==> config.mk <==
export PLATFORM = sky130hd
export DESIGN_NAME = spom_ctl
export DESIGN_NICKNAME = d
export VERILOG_FILES = /design/src/design/spom_pkg.sv /design/src/design/spom_ctl.sv
export SDC_FILE = /design/constraint.sdc
export NUM_CORES = 1
export LEC_CHECK = 0
export ABC_AREA = 1
export BUFFER_PORTS_ARGS = -buffer_cell sky130_fd_sc_hd__buf_4
export CAP_MARGIN = 20
export CORE_MARGIN = 2
export CORE_UTILIZATION = 35
export CTS_CLUSTER_SIZE = 8
export DETAILED_ROUTE_END_ITERATION = 8
export GPL_TIMING_DRIVEN = 0
export PLACE_DENSITY = 0.63
export REMOVE_ABC_BUFFERS = 1
export SYNTH_ARGS = -nofsm -noshare
export SYNTH_HDL_FRONTEND = slang
export SYNTH_SLANG_ARGS = --single-unit
==> constraint.sdc <==
create_clock -name clk -period 2.4 [get_ports clk]
set_input_delay 0.48 -clock clk [delete_from_list [all_inputs] [get_ports clk]]
set_output_delay 0.48 -clock clk [all_outputs]
set_load 0.03 [all_outputs]
==> src/design/spom_pkg.sv <==
// ----------------------------------------------------------------------------
// spom_pkg
// Shared types, codes and constants of the scan point occupancy merge.
// ----------------------------------------------------------------------------
package spom_pkg;

	localparam int FRAME_CELLS_DEF  = 1024;
	localparam int HEIGHT_CELLS_DEF = 1024;

	localparam int CFG_IDX_W  = 3;
	localparam int CFG_DATA_W = 13;

	localparam logic [CFG_IDX_W-1:0] CFG_FRAMES_PER_REV = 3'd0;
	localparam logic [CFG_IDX_W-1:0] CFG_FRAME_OFFSET   = 3'd1;
	localparam logic [CFG_IDX_W-1:0] CFG_MAX_Y          = 3'd2;
	localparam logic [CFG_IDX_W-1:0] CFG_COLOR_MODE     = 3'd3;
	localparam logic [CFG_IDX_W-1:0] CFG_BOTH_LASERS    = 3'd4;

	localparam logic [1:0] REQ_CLEAR = 2'd0;
	localparam logic [1:0] REQ_RIGHT = 2'd1;
	localparam logic [1:0] REQ_LEFT  = 2'd2;
	localparam logic [1:0] REQ_NONE  = 2'd3;

	localparam logic [7:0] COLOR_FULL = 8'd255;
	localparam logic [7:0] COLOR_GRAY = 8'd175;
	localparam logic [7:0] COLOR_NONE = 8'd0;

	typedef struct packed {
		logic [1:0]  req_type;
		logic [12:0] frame;
		logic [15:0] y_q4;
		logic [19:0] point_id;
		logic [7:0]  red_in;
		logic [7:0]  green_in;
		logic [7:0]  blue_in;
	} pt_t;

	typedef struct packed {
		logic [19:0] point_id_out;
		logic        from_left;
		logic [13:0] pseudo_frame;
		logic [7:0]  red_out;
		logic [7:0]  green_out;
		logic [7:0]  blue_out;
		logic        culled;
	} res_t;

	typedef struct packed {
		logic load;
		logic decode;
		logic mul;
		logic div_start;
		logic mem_read;
		logic check;
		logic clear;
		logic emit;
	} ctl_cmd_t;

	typedef struct packed {
		logic [1:0] req;
		logic       both;
		logic       div_busy;
		logic       keep;
	} dp_stat_t;

endpackage

==> src/design/spom_ctl.sv <==
// ----------------------------------------------------------------------------
// spom_ctl
// Controller: sequences each two-laser point through decode, scaling, division,
// grid access and result hand-off, and sweeps the grid on reset and on clear.
// ----------------------------------------------------------------------------
module spom_ctl #(
	parameter int FRAME_CELLS = spom_pkg::FRAME_CELLS_DEF
) (
	input  logic                            clk,
	input  logic                            arst_n,
	input  logic                            in_valid,
	output logic                            in_ready,
	output logic                            out_valid,
	input  logic                            out_ready,
	input  spom_pkg::dp_stat_t              stat,
	output spom_pkg::ctl_cmd_t              cmd,
	output logic [$clog2(FRAME_CELLS)-1:0]  clr_addr
);

	localparam int FB = $clog2(FRAME_CELLS);
	localparam logic [FB-1:0] CLR_LAST = FB'(FRAME_CELLS - 1);

	localparam logic [2:0] ST_IDLE   = 3'd0;
	localparam logic [2:0] ST_DECODE = 3'd1;
	localparam logic [2:0] ST_MUL    = 3'd2;
	localparam logic [2:0] ST_START  = 3'd3;
	localparam logic [2:0] ST_DIV    = 3'd4;
	localparam logic [2:0] ST_READ   = 3'd5;
	localparam logic [2:0] ST_CHECK  = 3'd6;
	localparam logic [2:0] ST_CLEAR  = 3'd7;

	logic [2:0]    state_q;
	logic [2:0]    state_d;
	logic [FB-1:0] clr_q;
	logic          emit_pend_q;
	logic          out_vld_q;
	logic          slot_free;

	assign slot_free = !out_vld_q || out_ready;

	always_comb begin
		cmd           = '0;
		cmd.load      = (state_q == ST_IDLE) && !emit_pend_q && in_valid;
		cmd.decode    = state_q == ST_DECODE;
		cmd.mul       = state_q == ST_MUL;
		cmd.div_start = state_q == ST_START;
		cmd.mem_read  = (state_q == ST_DIV) && !stat.div_busy;
		cmd.check     = state_q == ST_CHECK;
		cmd.clear     = state_q == ST_CLEAR;
		cmd.emit      = (state_q == ST_IDLE) && emit_pend_q && slot_free;
	end

	always_comb begin
		state_d = state_q;
		unique case (state_q)
			ST_IDLE: begin
				if (cmd.load) begin
					state_d = ST_DECODE;
				end
			end
			ST_DECODE: begin
				unique case (stat.req)
					spom_pkg::REQ_CLEAR: state_d = ST_CLEAR;
					spom_pkg::REQ_NONE:  state_d = ST_IDLE;
					default:             state_d = stat.both ? ST_MUL : ST_IDLE;
				endcase
			end
			ST_MUL:   state_d = ST_START;
			ST_START: state_d = ST_DIV;
			ST_DIV: begin
				if (!stat.div_busy) begin
					state_d = ST_READ;
				end
			end
			ST_READ:  state_d = ST_CHECK;
			ST_CHECK: state_d = ST_IDLE;
			ST_CLEAR: begin
				if (clr_q == CLR_LAST) begin
					state_d = ST_IDLE;
				end
			end
			default: state_d = ST_IDLE;
		endcase
	end

	always_ff @(posedge clk or negedge arst_n) begin
		if (!arst_n) begin
			state_q     <= ST_CLEAR;
			clr_q       <= '0;
			emit_pend_q <= 1'b0;
			out_vld_q   <= 1'b0;
		end else begin
			state_q <= state_d;
			if (state_q == ST_CLEAR) begin
				clr_q <= (clr_q == CLR_LAST) ? '0 : clr_q + FB'(1);
			end
			if (state_q == ST_DECODE && !stat.both &&
				(stat.req == spom_pkg::REQ_RIGHT || stat.req == spom_pkg::REQ_LEFT)) begin
				emit_pend_q <= 1'b1;
			end else if (state_q == ST_CHECK && stat.keep) begin
				emit_pend_q <= 1'b1;
			end else if (cmd.emit) begin
				emit_pend_q <= 1'b0;
			end
			if (cmd.emit) begin
				out_vld_q <= 1'b1;
			end else if (out_ready) begin
				out_vld_q <= 1'b0;
			end
		end
	end

	assign in_ready  = (state_q == ST_IDLE) && !emit_pend_q;
	assign out_valid = out_vld_q;
	assign clr_addr  = clr_q;

`ifndef SYNTHESIS
	a_load_decode: assert property (@(posedge clk) disable iff (!arst_n)
		cmd.load |=> state_q == ST_DECODE)
		else $error("accepted item did not move to decode");
	a_div_busy: assert property (@(posedge clk) disable iff (!arst_n)
		cmd.div_start |=> stat.div_busy)
		else $error("dividers not busy after start");
	a_emit_valid: assert property (@(posedge clk) disable iff (!arst_n)
		cmd.emit |=> out_vld_q && !emit_pend_q)
		else $error("emitted item not presented");
	a_no_overwrite: assert property (@(posedge clk) disable iff (!arst_n)
		(out_vld_q && !out_ready) |=> $stable(out_vld_q) && !$past(cmd.emit))
		else $error("held result overwritten");
`endif

endmodule

==> impl_metrics.csv <==
group,metric,value,unit
layout,area_growth,27.1,%
route,drtPass1Iterations,4,
clocking,htreeDepth,1,
power_and_ir_drop,finalPower,0.00120,W
worst_setup_path,path_common_cell,"inv_1",
worst_hold_path,hold_class,"primary input to asynchronous set/reset pin",
yosys,synth_edf_count,0,
route,vias,929,
worst_setup_path,start_kind,"flip-flop",
yosys,ys_ff_latch,15,
route,wirelength_met1,892,microns
sta,fmax,498,MHz
clocking,clk-insertion-delay-late,0.29,ns
clocking,clkTransAtPathRegs,0.09,ns
clocking,cts_resized,0,
power_and_ir_drop,ir_worst_vdd,0.617,mV
clocking,cts_setup_buffers,0,
status,status,"finished clean",
global_route,overflow,0,
worst_setup_path,crit_slowest_cell,"dfstp_2",
sta,finClkSkew,0.000987,ns
layout,nFillCells,283,
yosys,synth_flop_cell,"dfrtp_1",
place,portBuffers,28,
clocking,hold_buffers,0,
worst_setup_path,path_cells,"inv_1 > nand2_2 > inv_2 > nand3b_1 > inv_1 > buf_4",
route,routed_wl,2030,microns
power_and_ir_drop,p_per_area,955,nW/um^2
sta,setup_violations,0,
sta,slew_headroom,80.8,%
route,drcViolationCount,0,
floorplan,ios,29,
worst_setup_path,worstPathMaxFanout,10,
sta,fin_tns_setup,0,ns
worst_setup_path,critPathCaptureType,"output port",
floorplan,die-area,3270,sq um
floorplan,die_w,57.2,microns
place,routabilityCongestion,0.747,
layout,layout.cells.non_filler,198,
layout,layout-drive-gt1-share,28.7,%
route,wl_met2,973,microns
route,drtIter0Drc,19,
global_route,grt_max_degree,16,
yosys,synth_top_area_cell,"dfrtp_1",
global_route,grt_first_pass_wirelength,3370,microns
route,wl_met3,125,microns
floorplan,coreArea,2730,sq um
yosys,ys_warn_count,0,
route,top_layer,"met4",
worst_setup_path,critical_path_buf_inv_count,4,
floorplan,die_h,57.2,microns
worst_setup_path,crit_family,"flip-flops",
layout,n_antenna_cell,0,
global_route,grt_usage,13.3,%
sta,slew_violations,0,
yosys,yosysSeqAreaShare,38.3,%
yosys,netlist.area_leader.share,30.3,%
global_route,antenna_found_initial,0,
sta,period_minus_slack,2.01,ns
place,dpl.cell_count,194,
global_route,grt_pass1_vias,831,
sta,tightest_slew,0.288,ns
layout,num-nets-final,180,
yosys,synthTopCellsByCount,"36 x nand2_1, 22 x inv_1, 13 x nor2_1, 12 x dfrtp_1, 10 x nand3_1",
sta,timing.final.crit_share,83.6,%
sta,final_hold_viol_count,0,
route,antenna_left,0,
yosys,avgSynthCellArea,7.29,sq um
clocking,clock-sinks,15,
clocking,cts_buffers,3,
worst_setup_path,arrival,1.53,ns
worst_setup_path,crit_required,1.92,ns
clocking,cts_tree,"built",
clocking,root_buffer,"clkbuf_4",
worst_setup_path,max_stage_delay,0.66,ns
job,max_cap_viol_count,0,
sta,timing.hold.ws,0.0202,ns
yosys,synth.area.top_cells,"dfrtp_1 30%, nand2_1 14%, inv_1 8.3%, dfstp_2 8.0%, nand3_1 5.1%",
floorplan,initial_core_util,36.2,%
place,dp_hpwl,1580,microns
yosys,synth_area,991,sq um
worst_setup_path,path_class,"flip-flop to output port",
yosys,syn_inst,136,
route,vias_per_cell,4.69,
yosys,ys_types,26,
clocking,clockBufferDepth,2,
yosys,synth.most_common_cell,"nand2_1",
yosys,async_flop_share,100,%
power_and_ir_drop,power_leakage,0.671,nW
sta,rsz0062_at_grt,"no",
route,wire_per_inst,10.2,microns
floorplan,rows,19,
-- per-stage QoR --
step,utilization [%],instance area [sq um],worst slack (ns)
2_1_floorplan,-,983,0.554
3_3_place_gp,45.1,1230,0.725
3_5_place_dp,45.1,1230,0.723
4_1_cts,46.1,1260,0.381
5_1_grt,46.1,1260,0.318
6_report,46.1,1260,0.393
-- logic make-up (layout without fill, tap and decap cells) --
logic type / after synthesis / count (layout) / synth area share, %
and+or+nand+nor: 74 / 74 / 36.2
buffers and inverters: 26 / 57 / 10.7
AOI/OAI and AO/OA: 15 / 15 / 8.33
DFF: 15 / 15 / 38.3
adders and majority gates: 3 / 3 / 3.79
xor gates and xnor gates: 3 / 3 / 2.65
-- cell usage in the layout (no fill, tap or decap), types with 3 or more instances in the layout --
master,netlist,final
buf_4,1,28
nand3_1,10,10
nand2_1,36,36
dfrtp_1,12,12
nor2_2,4,4
dfstp_2,3,3
o21ai_0,4,4
nor2_1,13,13
clkbuf_4,0,3
a21oi_1,5,5
inv_1,22,22
ha_1,3,3
-- flip-flops by register name, summed over array words and instances, names as in the netlist --
register     flops
emit_pend_q      1
out_valid        1
state_q          3
clr_addr        10
-- routing by layer --
metal,GRT usage (%),up-vias
met2,22.7,27
met1,15.5,409
met5,0,-
met4,6.98,0
met3,2.95,4
li1,-,489
-- power by group --
group | leakage (nW) | total (W) | switching (W) | internal, W
Clock | 0.0177 | 0.000151 | 0.0000889 | 0.0000621
Sequential | 0.193 | 0.000446 | 0.000110 | 0.000336
Combinational | 0.460 | 0.000606 | 0.000381 | 0.000225
Total | 0.671 | 0.00120 | 0.000580 | 0.000623
-- area by class of cell --
type	count	area, sq um	area share (%)
inverters	25	98.8	7.85
multi-input cells	95	505	40.1
clock buffers	3	22.5	1.79
well taps	31	38.8	3.08
repair buffers	28	210	16.7
flip-flops and latches	15	379	30.1
clock inverters	1	5.00	0.397
-- path summary, 6_finish.rpt --
check	startpoint	to	slack (ns)	depth (start not counted)
setup / recovery	state_q[2]	cmd[0]	0.39	6
hold / removal	arst_n	clr_addr[2]	0.02	1
setup reg to reg	clr_addr[0]	clr_addr[6]	0.96	6
hold reg to reg	clr_addr[1]	clr_addr[1]	0.55	2
max in group asynchronous	arst_n	state_q[2]	2.13	1
min in group clk	out_ready	out_valid	0.36	2
(Power assumes the default switching activity.)
